`src/sv/smlse_pkg.sv`:
```
// Shared types and constants for the softmax / log-sum-exp block.
// Used by smlse_mul60, smlse_div and softmax_log_sum_exp; no dependencies.
package smlse_pkg;

  localparam int MAX_LENGTH_DEF = 32;
  localparam int SCORE_W        = 32;
  localparam int SUM_W          = 24;   // Q8.16 sum, kept with headroom
  localparam int E_W            = 17;   // exp result, Q0.16 up to 1.0
  localparam int LN_W           = 20;   // ln(sum) in Q16.16, below 6.0
  localparam int DVS_W          = 24;
  localparam int STEP_W         = 7;

  localparam logic [63:0] FIX_ONE   = 64'h1000_0000_0000_0000;   // 1.0 at 60 fraction bits
  localparam logic [63:0] HALF_AT16 = 64'h0000_0800_0000_0000;   // rounding half at 16 bits
  localparam logic [63:0] Z_THIRD   = 64'h0555_5555_5555_5555;   // floor(1/3) at 60 fraction bits
  localparam logic [32:0] EXP_LIMIT = 33'd786432;                 // 12.0 in Q16.16

  localparam logic [STEP_W-1:0] STEPS_FULL = 7'd64;   // plain 64-bit quotient
  localparam logic [STEP_W-1:0] STEPS_FRAC = 7'd60;   // 60-bit fraction of num/den

  // request into the shared 60-bit fraction multiplier
  typedef struct packed {
    logic        start;
    logic [63:0] a;
    logic [63:0] b;
  } mul_req_t;

  // request into the shared long divider
  typedef struct packed {
    logic              start;
    logic [DVS_W-1:0]  rem0;
    logic [63:0]       dividend;
    logic [DVS_W-1:0]  divisor;
    logic [STEP_W-1:0] steps;
  } div_req_t;

endpackage

```
`src/sv/smlse_mul60.sv`:
```
// Multi-cycle (a*b) >> 60 with truncation, built on one 32x32 multiplier.
// Depends on smlse_pkg for the request type.
module smlse_mul60 (
  input  logic                clk_i,
  input  logic                rst_ni,
  input  smlse_pkg::mul_req_t req_i,
  output logic                done_o,
  output logic [63:0]         res_o
);

  logic [63:0] a_q, b_q, prod_q, mid_q, res_q;
  logic [2:0]  step_q;
  logic        busy_q, done_q;
  logic [31:0] opx, opy;
  logic [63:0] prod_d;

  // operand select: step bit 0 picks the high half of a, bit 1 that of b
  always_comb begin
    opx    = step_q[0] ? a_q[63:32] : a_q[31:0];
    opy    = step_q[1] ? b_q[63:32] : b_q[31:0];
    prod_d = {32'd0, opx} * {32'd0, opy};
  end

  always_ff @(posedge clk_i or negedge rst_ni) begin
    if (!rst_ni) begin
      busy_q <= 1'b0;
      done_q <= 1'b0;
      step_q <= '0;
    end else begin
      done_q <= 1'b0;
      if (req_i.start) begin
        busy_q <= 1'b1;
        step_q <= '0;
      end else if (busy_q) begin
        if (step_q == 3'd4) begin
          busy_q <= 1'b0;
          done_q <= 1'b1;
        end
        step_q <= step_q + 3'd1;
      end
    end
  end

  // partial products and accumulation
  always_ff @(posedge clk_i) begin
    if (req_i.start) begin
      a_q <= req_i.a;
      b_q <= req_i.b;
    end else if (busy_q) begin
      prod_q <= prod_d;
      case (step_q)
        3'd1:      mid_q <= prod_q >> 32;
        3'd2, 3'd3: mid_q <= mid_q + prod_q;
        3'd4:      res_q <= (prod_q << 4) + (mid_q >> 28);
        default:   mid_q <= mid_q;
      endcase
    end
  end

  assign done_o = done_q;
  assign res_o  = res_q;

endmodule

```
`config.mk`:
```
export PLATFORM = sky130hd
export DESIGN_NAME = smlse_mul60
export DESIGN_NICKNAME = d
export VERILOG_FILES = /design/src/sv/smlse_pkg.sv /design/src/sv/smlse_mul60.sv
export SDC_FILE = /design/constraint.sdc
export NUM_CORES = 2
export LEC_CHECK = 0
export BUFFER_PORTS_ARGS = -buffer_cell sky130_fd_sc_hd__buf_2
export CAP_MARGIN = 20
export CORE_MARGIN = 1
export CORE_UTILIZATION = 35
export CTS_CLUSTER_DIAMETER = 30
export DETAILED_ROUTE_END_ITERATION = 12
export PLACE_DENSITY = 0.54
export SYNTH_ARGS = -nofsm -noshare
export SYNTH_HDL_FRONTEND = slang
export SYNTH_SLANG_ARGS = --single-unit
```
`constraint.sdc`:
```
create_clock -name clk_i -period 12.98 [get_ports clk_i]
set_input_delay 2.596 -clock clk_i [delete_from_list [all_inputs] [get_ports clk_i]]
set_output_delay 2.596 -clock clk_i [all_outputs]
set_load 0.02 [all_outputs]
```
# Yosys cells after proc, flatten, opt, wreduce, memory -nomap -nowiden
# Index checks and enable logic that the tools add are counted.
# totals
reg_bits	325
input_bits	131
output_inout_bits	65
elab_cells	34
# classes
add_sub_neg	3
n_mul	1
n_eq_ne	4
muxes	11
bitwise	1
n_reduce_logical	6
# ops
cell	n
64-bit one-hot mux with 2 select lines	1
64-bit by 36-bit adder with 64-bit output	1
64-bit adder	1
32-bit by 32-bit multiplier with 64-bit output	1
32-bit two-way mux	2
3-bit by 2-bit equality test with 1-bit output, second input constant	2
1-bit two-way mux	6
3-bit two-way mux	2
3-bit AND reduction	2
2-bit nonzero test	2
3-bit by 1-bit adder with 3-bit output, second input constant	1
3-bit by 1-bit equality test with 1-bit output, second input constant	1
3-bit equality test, second input constant	1
2-bit AND reduction	1
2-bit OR reduction	1
1-bit inverter	1

# Depth between registers and ports, before layout
# depth
word_depth	4
depth_mapped	32
ltp_nobuf	27

# Worst setup path before layout
# OpenSTA, ideal clock, no wires.
# synth_path
path_type	reg-to-reg
start	register step_q[0]
end	register prod_q[61], data pin
setup_time_ns	0.265
arrival_ns	8.213
required_ns	12.715
setup_slack_ns	4.502
path_stages_with_launch	30
n_path_buf	5
synth_period_minus_slack_ns	8.478
path_cell_list	dfrtp_1 clkbuf_1 clkbuf_1 buf_1 mux2i_1 clkbuf_1 nor2_1 fa_1 fa_1 inv_1 fa_1 fa_1 inv_1 fa_1 fa_1 fa_1 inv_1 fa_1 inv_1 ha_1 clkbuf_1 a21o_1 a21o_1 a21oi_1 nor2_1 nor4b_1 a211oi_1 o31ai_1 o21ai_0 xor2_1
# synth_between
elab_chain_cells	2
# synth_rtl
item	line_no	text
from (decl)	smlse_mul60.sv:12	logic [2:0] step_q;
from (signal assigned)	smlse_mul60.sv:39	step_q <= step_q + 3'd1;
32-bit two-way mux	smlse_mul60.sv:19	opx = step_q[0] ? a_q[63:32] : a_q[31:0];
32-bit by 32-bit multiplier with 64-bit output	smlse_mul60.sv:21	prod_d = {32'd0, opx} * {32'd0, opy};
named net prod_d[61]	smlse_mul60.sv:15	logic [63:0] prod_d;
to (signal assigned)	smlse_mul60.sv:50	prod_q <= prod_d;
to (decl)	smlse_mul60.sv:11	logic [63:0] a_q, b_q, prod_q, mid_q, res_q;
# The timed path passes the listed nets, and every way through them passes these cells.
# A chain may end at the register's enable or synchronous reset.

# Worst setup path in the final report
# layout_path
start	register step_q[1]
end	register prod_q[61], data pin
# layout_between
elab_chain_cells	2
# layout_rtl
item	line_no	text
32-bit two-way mux	smlse_mul60.sv:20	opy = step_q[1] ? b_q[63:32] : b_q[31:0];
32-bit by 32-bit multiplier with 64-bit output	smlse_mul60.sv:21	
named net prod_d[61]	smlse_mul60.sv:15	
# The timed path passes the listed nets, and every way through them passes these cells.

==> metrics.txt <==
status finished clean; worst hold start mid_q[29]; Clock Skew 0.0341 ns; worst r2r path cells 23; critical path class reg2reg; Worst slew margin 0.243; Crit path depth 23; total CTS buffers 80; drt total wl 174000 um; input/output buffers 195; Die W 377 um; Core Area 140000 um2; gr busiest metal met2; Final #Nets 6624; cells after synthesis 5111; Req. time, crit path 13.41 ns; clock sinks 325; FF-to-FF setup slack 3.46 ns; Clock Latency Late Sink 0.70 ns; final worst-path cycle share 0.734; Die Y 377 um; syn avg cell area 9.65 um2; Synth Area in Simple Gates 0.126; vias in the first global route 39200; Area Overhead vs Synth 12.8%; largest net degree at the start of global routing 65; GRT Residual Overflow 0; Setup TNS Final 0 ns; I/O pin total 196; XOR/XNOR Fraction of Synth Area 0.0293; Synth top area share 0.364; clock-pin slew on the worst setup and hold paths 0.04 ns; adder-cell area share of the yosys netlist 0.457; library cells used by synthesis 78; Worst EP arrival 9.95 ns; initial antenna violation count 4; Slew Limit Fails 0; Synth Area in Compound Gates 0.0767; sequential cell area fraction in the yosys report 0.197; crit path time final 9.52 ns; area occupied by multi-input gates 35700 um2; via count 37800; delay-heaviest family, CP adder cells; sequential cell area 9740 um2; Initial Utilization 0.353; Crit path top cell by count fa_1; Startpoint Class register; multiplexer share of the synthesized area 0.0275; Hold WS 0.534 ns; # DRC 0; Site Rows 137; Post-Synthesis Net Count 6503; hold path depth 0; Hold EP res_o[1]; CTS tree done; largest family of logic cells by synthesized area adder cells; Setup Buffers After CTS 0; crit-path cells buf_4 > mux2i_4 > nor2_1 > fa_1 > inv_1 > fa_1 > inv_1 > fa_1 > fa_1 > fa_1 > fa_1 > fa_1 > fa_1 > ha_1 > nand4_1 > nor3_1 > inv_1 > o32ai_1 > o2111ai_1 > a211oi_1 > o31ai_1 > o21ai_0 > xor2_1; Via density 5.27; Post-synth top flop edfxtp_1; Ys Warns 0; GR Util met3 0.0606; reg2reg end prod_q[61]; Worst Setup End Kind register; first-pass GRT wire length 256000 um; fillcell total 13900; largest cells by area after synthesis fa_1 36%, edfxtp_1 19%, ha_1 9.2%; max incr delay on CP 0.96 ns; Total GRT Usage 0.248; cell at the slowest stage of the critical path dfrtp_4; Bufs and invs on worst path 4; maxcap violations 0; number of synthesized flops with an enable pin 320; drt initial violations 3175; met2 Resource Use GR 0.388; post-cts resize count 0; Achievable Freq 105 MHz; worst slew pin tran 1.14 ns; Fin. Hold Viols 0; CTS max path bufs 3; die area 142000 um2; critical path fanouts, max 47; ANT nets after route 0; met1 Usage GRT 0.323; RePlAce Congestion 0.952; unrepaired setup endpoints after global routing false; Mapped Area 49300 um2; routed len/inst 24.3 um; hold crit path type reg2reg; clk root buf clkbuf_16; Yosys reg bits 325; drt pass-1 iters 8; CTS Hold Bufs 0; RR Startpoint step_q[1]; top cell type by total area after synthesis fa_1; H-Tree Depth 3; layout cell share with drive strength beyond 1 0.102; dpl hpwl 136000 um; Setup Viol. Count Final 0; ys async rst share 0.0154
-- kinds of logic (layout without fill, tap and decap cells) --
logic type      after synthesis  count (layout)
buf+inv                    1130            1317
flops                       325             325
compound gates              587             587
fa+ha+maj                  1261            1261
xor+xnor                    165             165
mux                         128             128
other cells                   0               1
simple gates               1515            1515
-- final cells by class --
cell class	count	area share
multi-input combinational	3656	0.641
clock inverter	61	0.0160
sequential	325	0.175
timing repair buffer	267	0.0276
clock buffer	87	0.0368
inverter	902	0.0609
tap	1876	0.0422
antenna	1	0.0000450
-- cells in the mapped netlist, types with 66 or more instances --
library cell	n
inv_1	902
fa_1	898
nor2_1	729
nand2_1	551
ha_1	363
edfxtp_1	320
clkbuf_1	214
a21oi_1	188
a21o_1	105
o21ai_0	100
xnor2_1	100
mux2i_1	66
-- metrics by stage --
| stage | utilization | setup WS, ns | instance area [um2] | cells |
|---|---|---|---|---|
| after floorplan | - | 4.50 | 49300 | 5111 |
| after global placement | 0.377 | 3.46 | 52700 | 7024 |
| after detailed placement | 0.377 | 3.42 | 52700 | 7025 |
| after CTS | 0.398 | 3.40 | 55600 | 7173 |
| after global routing | 0.398 | 3.06 | 55600 | 7174 |
| final | 0.398 | 3.46 | 55600 | 7175 |
-- state kept, by name (all words and copies together), names as in the netlist --
register / count
mid_q: 64
done_o: 1
step_q: 3
b_q: 64
busy_q: 1
res_o: 64
prod_q: 64
a_q: 64
-- worst max path at each step --
| stage | startpoint | endpoint | slack, ns |
|---|---|---|---|
| 3_3_place_gp | step_q[0] | prod_q[61] | 3.46 |
| 4_1_cts | step_q[0] | prod_q[57] | 3.40 |
| 6_report | step_q[1] | prod_q[61] | 3.46 |
| 5_1_grt | step_q[1] | prod_q[61] | 3.06 |
| 2_1_floorplan | step_q[0] | prod_q[61] | 4.50 |
| 3_5_place_dp | step_q[0] | prod_q[61] | 3.42 |
-- worst register-to-register path, cell delays in order, from the launching register on --
cell,delay [ns]
dfrtp_4,0.96
buf_4,0.56
mux2i_4,0.80
nor2_1,0.15
fa_1,0.57
inv_1,0.06
fa_1,0.53
inv_1,0.05
fa_1,0.48
fa_1,0.59
fa_1,0.44
fa_1,0.46
fa_1,0.54
fa_1,0.44
ha_1,0.52
nand4_1,0.20
nor3_1,0.35
inv_1,0.08
o32ai_1,0.21
o2111ai_1,0.28
a211oi_1,0.52
o31ai_1,0.17
o21ai_0,0.23
xor2_1,0.10
-- layer usage --
metal | share of wire | wire (um)
met1 | 0.41 | 71400
met2 | 0.45 | 77900
met3 | 0.093 | 16200
met4 | 0.051 | 8820
met5 | 0.00033 | 57
-- layout by cell type, fill, tap and decap left out, drive strengths merged, types with 6 or more instances in the layout --
| cell type | netlist | routed |
|---|---|---|
| xor2 | 65 | 65 |
| o21bai | 39 | 39 |
| o21ai | 102 | 102 |
| a31oi | 22 | 22 |
| bufinv | 0 | 16 |
| nor2b | 7 | 7 |
| clkbuf | 214 | 87 |
| or3 | 6 | 6 |
| xnor2 | 100 | 100 |
| buf | 14 | 267 |
| a21oi | 189 | 189 |
| clkinv | 0 | 33 |
| nor3 | 35 | 35 |
| and4 | 7 | 7 |
| nor3b | 6 | 6 |
| o31ai | 12 | 12 |
| ha | 363 | 363 |
| mux2 | 62 | 62 |
| nand4 | 42 | 42 |
| clkinvlp | 0 | 7 |
| mux2i | 66 | 66 |
| and2 | 15 | 15 |
| o21a | 22 | 22 |
| inv | 902 | 907 |
| o211ai | 6 | 6 |
| edfxtp | 320 | 320 |
| nor2 | 729 | 729 |
| and3 | 38 | 38 |
| nand2b | 17 | 17 |
| or2 | 6 | 6 |
| a21o | 105 | 105 |
| fa | 898 | 898 |
| nand2 | 551 | 551 |
| a211oi | 23 | 23 |
| a211o | 6 | 6 |
| nand3 | 47 | 47 |
Power is left out: the tool's default activity adds up to more than one toggle a clock period on the data nets, which glitch-free logic cannot reach.
