<file path="config.mk">
export PLATFORM = sky130hd
export DESIGN_NAME = smlse_div
export DESIGN_NICKNAME = d
export VERILOG_FILES = /design/src/sv/smlse_pkg.sv /design/src/sv/smlse_div.sv
export SDC_FILE = /design/constraint.sdc
export NUM_CORES = 1
export LEC_CHECK = 0
export BUFFER_PORTS_ARGS = -buffer_cell sky130_fd_sc_hd__buf_4
export CAP_MARGIN = 20
export CORE_MARGIN = 2
export CORE_UTILIZATION = 30
export DETAILED_ROUTE_END_ITERATION = 7
export PLACE_DENSITY_LB_ADDON = 0.3
export RECOVER_POWER = 100
export SYNTH_ARGS = -nofsm -noshare
export SYNTH_HDL_FRONTEND = slang
export SYNTH_SLANG_ARGS = --single-unit
</file>
<file path="constraint.sdc">
create_clock -name clk_i -period 8.7 [get_ports clk_i]
set_input_delay 1.74 -clock clk_i [delete_from_list [all_inputs] [get_ports clk_i]]
set_output_delay 1.74 -clock clk_i [all_outputs]
set_load 0.05 [all_outputs]
</file>
<file path="src/sv/smlse_pkg.sv">
// Shared types and constants for the softmax / log-sum-exp block.
// Used by smlse_mul60, smlse_div and softmax_log_sum_exp; no dependencies.
package smlse_pkg;

  localparam int MAX_LENGTH_DEF = 32;
  localparam int SCORE_W        = 32;
  localparam int SUM_W          = 24;   // Q8.16 sum, kept with headroom
  localparam int E_W            = 17;   // exp result, Q0.16 up to 1.0
  localparam int LN_W           = 20;   // ln(sum) in Q16.16, below 6.0
  localparam int DVS_W          = 24;
  localparam int STEP_W         = 7;

  localparam logic [63:0] FIX_ONE   = 64'h1000_0000_0000_0000;   // 1.0 at 60 fraction bits
  localparam logic [63:0] HALF_AT16 = 64'h0000_0800_0000_0000;   // rounding half at 16 bits
  localparam logic [63:0] Z_THIRD   = 64'h0555_5555_5555_5555;   // floor(1/3) at 60 fraction bits
  localparam logic [32:0] EXP_LIMIT = 33'd786432;                 // 12.0 in Q16.16

  localparam logic [STEP_W-1:0] STEPS_FULL = 7'd64;   // plain 64-bit quotient
  localparam logic [STEP_W-1:0] STEPS_FRAC = 7'd60;   // 60-bit fraction of num/den

  // request into the shared 60-bit fraction multiplier
  typedef struct packed {
    logic        start;
    logic [63:0] a;
    logic [63:0] b;
  } mul_req_t;

  // request into the shared long divider
  typedef struct packed {
    logic              start;
    logic [DVS_W-1:0]  rem0;
    logic [63:0]       dividend;
    logic [DVS_W-1:0]  divisor;
    logic [STEP_W-1:0] steps;
  } div_req_t;

endpackage

</file>
<file path="src/sv/smlse_div.sv">
// Restoring long divider, one quotient bit per cycle, with a preset remainder.
// Depends on smlse_pkg for the request type and widths.
module smlse_div (
  input  logic                clk_i,
  input  logic                rst_ni,
  input  smlse_pkg::div_req_t req_i,
  output logic                done_o,
  output logic [63:0]         quot_o
);

  logic [smlse_pkg::DVS_W-1:0]  r_q, dvs_q;
  logic [63:0]                  dvd_q, q_q;
  logic [smlse_pkg::STEP_W-1:0] cnt_q;
  logic                         busy_q, done_q;
  logic [smlse_pkg::DVS_W:0]    r_sh, r_sub;
  logic                         ge;

  always_comb begin
    r_sh  = {r_q, dvd_q[63]};
    ge    = r_sh >= {1'b0, dvs_q};
    r_sub = r_sh - {1'b0, dvs_q};
  end

  always_ff @(posedge clk_i or negedge rst_ni) begin
    if (!rst_ni) begin
      busy_q <= 1'b0;
      done_q <= 1'b0;
      cnt_q  <= '0;
    end else begin
      done_q <= 1'b0;
      if (req_i.start) begin
        busy_q <= 1'b1;
        cnt_q  <= req_i.steps;
      end else if (busy_q) begin
        cnt_q <= cnt_q - 1'b1;
        if (cnt_q == smlse_pkg::STEP_W'(1)) begin
          busy_q <= 1'b0;
          done_q <= 1'b1;
        end
      end
    end
  end

  // shift-subtract datapath
  always_ff @(posedge clk_i) begin
    if (req_i.start) begin
      r_q   <= req_i.rem0;
      dvd_q <= req_i.dividend;
      dvs_q <= req_i.divisor;
      q_q   <= '0;
    end else if (busy_q) begin
      r_q   <= ge ? r_sub[smlse_pkg::DVS_W-1:0] : r_sh[smlse_pkg::DVS_W-1:0];
      dvd_q <= dvd_q << 1;
      q_q   <= {q_q[62:0], ge};
    end
  end

  assign done_o = done_q;
  assign quot_o = q_q;

endmodule

</file>
== Word level (Yosys, flattened, before mapping) ==
Index checks and enable logic that the tools add are counted.
Storage, ports and cells
  input port bits: 122
  flip-flop bits (word level): 185
Operators by class
  equal/unequal tests: 1
  $add $sub $neg: 2
  reductions and logical operators: 1
  mux-type cells: 13
  $lt $le $gt $ge: 1
Operators with widths (count)
  64-bit two-way mux: 2
  24-bit two-way mux: 3
  25-bit by 24-bit >= comparator with 1-bit output: 1
  24-bit subtractor: 1
  7-bit two-way mux: 2
  7-bit by 1-bit == test with 1-bit output (second input constant): 1
  7-bit by 1-bit subtractor with 7-bit output (second input constant): 1
  1-bit two-way mux: 6
  2-bit nonzero test: 1

== Longest topological paths before layout ==
Gate-level depths: netlist (run 1).
  depth after elaboration: 4
  mapped depth: 13
  gate-level depth less buffers: 12

== Least setup slack after synthesis (run 1) ==
OpenSTA, ideal clock, no wires.
  kind: input port to flip-flop
  start: input port req_i[119] (netlist name)
  end: register dvd_q[0] (enable)
  path buffers: 2
  required time: 8.259 ns
  setup time: 0.441 ns
  data arrival time: 4.108 ns
  stages on the path: 4
  setup slack: 4.151 ns
  path through: clkbuf_1 clkbuf_1 nor2_1 inv_1
On the way
  word-level cells in the longest chain between the ends: 1
RTL lines
  start, declared: RTL line smlse_div.sv:6  | input smlse_pkg::div_req_t req_i,
  2-bit nonzero test (no source line)
  end signal, assigned: RTL line smlse_div.sv:48  | dvd_q <= req_i.dividend;
  end signal, assigned: RTL line smlse_div.sv:53  | dvd_q <= dvd_q << 1;
  end, declared: RTL line smlse_div.sv:12  | logic [63:0] dvd_q, q_q;
Every way passes these cells.
A chain may end at the register's enable or synchronous reset.

== Worst setup path in the final report (run 1) ==
  start: input port req_i[119] (netlist name)
  end: register dvd_q[1] (enable)
Same word-level chain as after synthesis.

==> results of run 1 <==
## cell type report
class | instances | area share
Clock buffer | 17 | 0.03964
Clock inverter | 15 | 0.01492
Inverter | 32 | 0.01131
Multi-Input combinational cell | 458 | 0.3256
Sequential cell | 185 | 0.4541
Tap cell | 384 | 0.04477
Timing Repair Buffer | 191 | 0.1097
## critical path: stages
cell and delay (ps):
clkbuf_8 520, nor2_1 140, clkinvlp_2 1110, clkbuf_1 2070
## report_power, final
group	switching, W	internal [W]	leakage (nW)	total [W]
clock	0.000379	0.000407	0.277	0.000786
sequential	0.0000552	0.00107	1.80	0.00112
combinational	0.000452	0.000362	2.60	0.000814
## flip-flops by register name (all words and copies together) (netlist names)
register and count:
done_o 1, busy_q 1, dvd_q 64, quot_o 64
cnt_q 7, r_q 24, dvs_q 24
## metal layers
layer / part of all wire / wire length, um / global-route usage / vias up
li1: - / - / - / 2943
met1: 0.46 / 9165 / 0.1717 / 2771
met2: 0.43 / 8558 / 0.1909 / 138
met3: 0.083 / 1643 / 0.05614 / 25
met4: 0.017 / 328 / 0.04549 / 6
met5: 0.0022 / 44 / 0 / -
## per-stage QoR
step | instance area (um^2) | setup WS [ps]
after floorplan | 8753 | 4151
after global placement | 10490 | 4554
after detailed placement | 10490 | 4523
after CTS | 11080 | 5014
after global routing | 10730 | 2494
final | 10730 | 2991
## Yosys cell counts, types with 3 or more instances
cell	instances
a211oi_1	5
a21o_1	12
a21oi_1	16
a31oi_1	4
and2_1	3
and3_1	3
buf_1	12
buf_6	3
clkbuf_1	20
dfrtp_1	9
dfxtp_1	64
edfxtp_1	112
ha_1	26
inv_1	32
mux2_2	65
mux2i_1	70
nand2_1	38
nand3_1	6
nand3b_1	13
nor2_1	81
nor2b_1	6
nor3_1	5
o211ai_2	5
o21a_1	3
o21ai_0	23
o311ai_2	9
xnor2_1	11
xor2_1	12
## kinds of logic after synthesis
group                      synth area share
DFF                                  0.5563
and+or+nand+nor                     0.09262
muxes                                0.1637
AOI/OAI and AO/OA                   0.08991
buffers and inverters               0.03502
adders and majority gates           0.03945
xor gates and xnor gates            0.02301
## final timing paths
kind | cells after the start | slack (ps) | start | end
max in group asynchronous | 1 | 7030 | rst_ni | busy_q
max reg2reg | 3 | 4060 | busy_q | dvd_q[1]
min | 2 | 500 | quot_o[63] | quot_o[63]
max | 4 | 2990 | req_i[119] | dvd_q[1]
min reg2reg | 2 | 500 | quot_o[63] | quot_o[63]
min in group asynchronous | 1 | 1260 | rst_ni | cnt_q[0]
==> results_dict.tcl, run 1 <==
set metrics [dict create \
    slew_headroom -1.208 \
    cts_resized 0 \
    drv_cap 4 \
    async_flop_share 0.04865 \
    synthDistinctLibCells 60 \
    layout.filler_cells 2923 \
    fin_crit_ps 5709 \
    h-tree-depth 4 \
    ios 187 \
    gp_congestion 0.7395 \
    synth_edf_count 112 \
    die_x_um 174.8 \
    initial_core_util 0.3050 \
    synth.area.top_cells "edfxtp_1, dfxtp_1, mux2_2" \
    status "finished with violations" \
    cp-start-kind "input pin" \
    antennaDiodeCount 0 \
    violations "max-capacitance violations, max-slew violations" \
    syn_nets 863 \
    antenna_found_initial 3 \
    cts_hold_buf 0 \
    io_buffers 186 \
    num_vias 5883 \
    max_freq_mhz 175.1 \
    fin_crit_sh 0.6563 \
    areaGrowthSynthToFinish_pct 22.61 \
    clkSinkCount 185 \
    skew_ps 7.541 \
    dr.first_iter.drc_count 324 \
    grt_overflow_total 0 \
    synth_top_area_share 0.3842 \
    syn_area_um2 8753 \
    critPathMaxFanout 96 \
    clock_latency_ps 440 \
    drc_errors 0 \
    p_leak_nw 4.674 \
    cts_tree "built" \
    clockRootBuffer "clkbuf_16" \
    dieArea_um2 30560 \
    hold_violations 0 \
    drive_gt1_frac 0.2528 \
    avgViaCountPerCell 4.589 \
    crit_arrival_ps 5700 \
    setup_viol 0 \
    final_common_cell "edfxtp_1" \
    grt_setup_unrepaired "false" \
    post_cts_buffers 0 \
    power.density_nw_per_um2 253.7 \
    tightest_slew_ps 3311 \
    syn_area_per_cell_um2 12.26 \
    die_y_um 174.8 \
    end_kind "flop" \
    clockBufferDepth 2 \
    num_rows 62 \
    hpwl_um 13600 \
    yosys_warnings 0 \
    grt_max_degree 97 \
    final_cells 1282 \
    seq_area_frac_synth 0.5563 \
    final_util 0.3739 \
    grt_pass1_wl_um 31110 \
    regArea_um2 4873 \
    report.final.slew_viol_count 227 \
    fin_hold_ws_ps 498.7 \
    core_um2 28700 \
    layout_common_cells "edfxtp_1, buf_4, nor2_1" \
    peakVddDrop_mv 0.1378 \
    final_nets 1034 \
    antenna_left 0 \
    multi_input_area_um2 3495 \
    firstDrtPassIters 4 \
    finalPower_w 0.002723 \
    min_path_type "flop to flop" \
    ys_seq_elements 185 \
    grt_usage 0.1304 \
    required_ps 8700 \
    clk_pin_slew_ps 70 \
    cts_made_buffers 17 \
    wl_um 19740 \
    critPathKind "input pin to flop" \
    tns_ps 0 \
    dpl.cell_count 1250 \
    syn_inst 714 \
    yosys_most_used_dff "edfxtp_1" \
    avgRoutedWirePerCell_um 15.40 \
    synth_top_area_cell "edfxtp_1" \
    grt_pass1_vias 5794 \
]
Note: power is estimated with default switching activity, not from simulation.
==> run 2, diff against run 1 <==
- clock period: 8.7 -> 5.3 ns (I/O delays scaled with it)
==> run 2 against run 1 <==
Net effect: the flow still finishes with violations (max-capacitance violations, max-slew violations); sequential power grew 64%; global-route usage is 0.24 points higher; die area unchanged; clock-buffer cell count grew 4; routed wire length increased by 0.55%; setup slack got worse by 1700 ps; sequential cell count stayed put; register-to-register slack lost 2700 ps; clock skew increased by 2.6 ps; combinational power up 65%; critical path type is now flop to flop; highest routed layer unchanged.
==> results_dict.tcl, run 2 (synthesized netlist as in run 1, its figures left out) <==
set metrics [dict create \
    die_y_um 174.8 \
    multi_input_area_um2 3492 \
    grtUsageMet3 0.05722 \
    die_x_um 174.8 \
    post_cts_buffers 0 \
    num_rows 62 \
    final_nets 1034 \
    cts_tree "built" \
    grt_usage 0.1328 \
    core_um2 28700 \
    status "finished with violations" \
    fin_crit_ps 3972 \
    avgViaCountPerCell 4.589 \
    power.density_nw_per_um2 414.1 \
    layout.filler_cells 2936 \
    grt_pass1_wl_um 31840 \
    critPathKind "flop to flop" \
    top_usage_layer "met2" \
    wl_um 19850 \
    cts_hold_buf 0 \
    min_path_type "flop to flop" \
    clk_pin_slew_ps 70 \
    clockRootBuffer "clkbuf_16" \
    clkSinkCount 185 \
    clock_latency_ps 440 \
    tns_ps 0 \
    dp_slack_ps 1680 \
    slew_headroom -0.4125 \
    grt_setup_unrepaired "false" \
    gp_congestion 0.7944 \
    hpwl_um 13410 \
    fin_hold_ws_ps 499.7 \
    max_freq_mhz 251.8 \
    use_met1 0.1701 \
    regArea_um2 4873 \
    postLayoutSetupSlackWorst_ps 1328 \
    dieArea_um2 30560 \
    cp-start-kind "flop" \
    avgRoutedWirePerCell_um 15.47 \
    dr.first_iter.drc_count 311 \
    required_ps 5480 \
    fin_crit_sh 0.7495 \
    grt_pass1_vias 5920 \
    grt_max_degree 179 \
    drive_gt1_frac 0.2483 \
    io_buffers 186 \
    hold_violations 0 \
    drc_errors 0 \
    skew_ps 10.16 \
    antenna_found_initial 3 \
    final_common_cell "edfxtp_1" \
    end_kind "flop" \
    p_leak_nw 4.692 \
    areaGrowthSynthToFinish_pct 22.54 \
    initial_core_util 0.3050 \
    critPathMaxFanout 22 \
    violations "max-capacitance violations, max-slew violations" \
    peakVddDrop_mv 0.2100 \
    antenna_left 0 \
    layout_common_cells "edfxtp_1, buf_4, nor2_1" \
    report.final.slew_viol_count 69 \
    tightest_slew_ps 2119 \
    cts_made_buffers 17 \
    h-tree-depth 4 \
    crit_arrival_ps 4160 \
    use_met2 0.2032 \
    num_vias 5888 \
    ios 187 \
    grt_overflow_total 0 \
    setup_viol 0 \
    drv_cap 1 \
    clockBufferDepth 2 \
    firstDrtPassIters 4 \
    cts_resized 0 \
]
-- run 2: cell types whose count changed in the layout (fill, tap and decap cells not counted), sizes merged --
cell,before,now
clkbuf,112,116
inv,38,37
clkinvlp,5,0
diode,0,1
clkinv,3,5
-- run 2: routing by layer --
| metal | part of all wire | vias up | wire, um |
|---|---|---|---|
| li1 | - | 2948 | - |
| met1 | 0.46 | 2780 | 9067 |
| met2 | 0.45 | 139 | 8922 |
| met3 | 0.082 | 17 | 1637 |
| met4 | 0.0099 | 4 | 196 |
| met5 | 0.0012 | - | 23 |
-- run 2: where the power goes --
| group | internal [W] | switching [W] |
|---|---|---|
| registers | 0.00175 | 0.0000843 |
| logic | 0.000593 | 0.000746 |
| clock network | 0.000675 | 0.000593 |
-- run 2: metrics by stage --
stage,cell area [um^2],instances,power [W],util
finish,10730,1283,0.004442,0.3737
global route,10720,1282,0.004731,0.3736
CTS,11070,1282,0.004590,0.3858
detailed placement,10510,1250,0.003293,0.3660
global placement,10510,1250,0.003276,0.3660
floorplan,8753,714,0.002990,-
-- run 2: area by class of cell --
class	count	share of cell area
tap	384	0.04479
timing repair buffer	191	0.1107
multi-input combinational	458	0.3256
inverter	32	0.01131
clock buffer	21	0.04398
antenna	1	0.0002333
sequential	185	0.4543
clock inverter	11	0.009098
-- run 2: worst paths after layout --
check,startpoint,to,cells after the start,slack (ps)
worst max-delay path,r_q[2],r_q[0],10,1330
min in group asynchronous,rst_ni,cnt_q[1],1,550
max in group asynchronous,rst_ni,busy_q,1,4390
worst min register to register,quot_o[63],quot_o[63],2,500
worst min-delay path,quot_o[63],quot_o[63],2,500
worst max register to register,r_q[2],r_q[0],10,1330
-- run 2: critical path: stages, from the launching register on --
cell      delay, ps
edfxtp_1        400
ha_1            400
a21o_1          210
a21oi_1         210
a31oi_1         210
o211ai_2        190
and3_1          240
o21a_1          670
clkbuf_1        740
mux2i_1         160
mux2_2          280
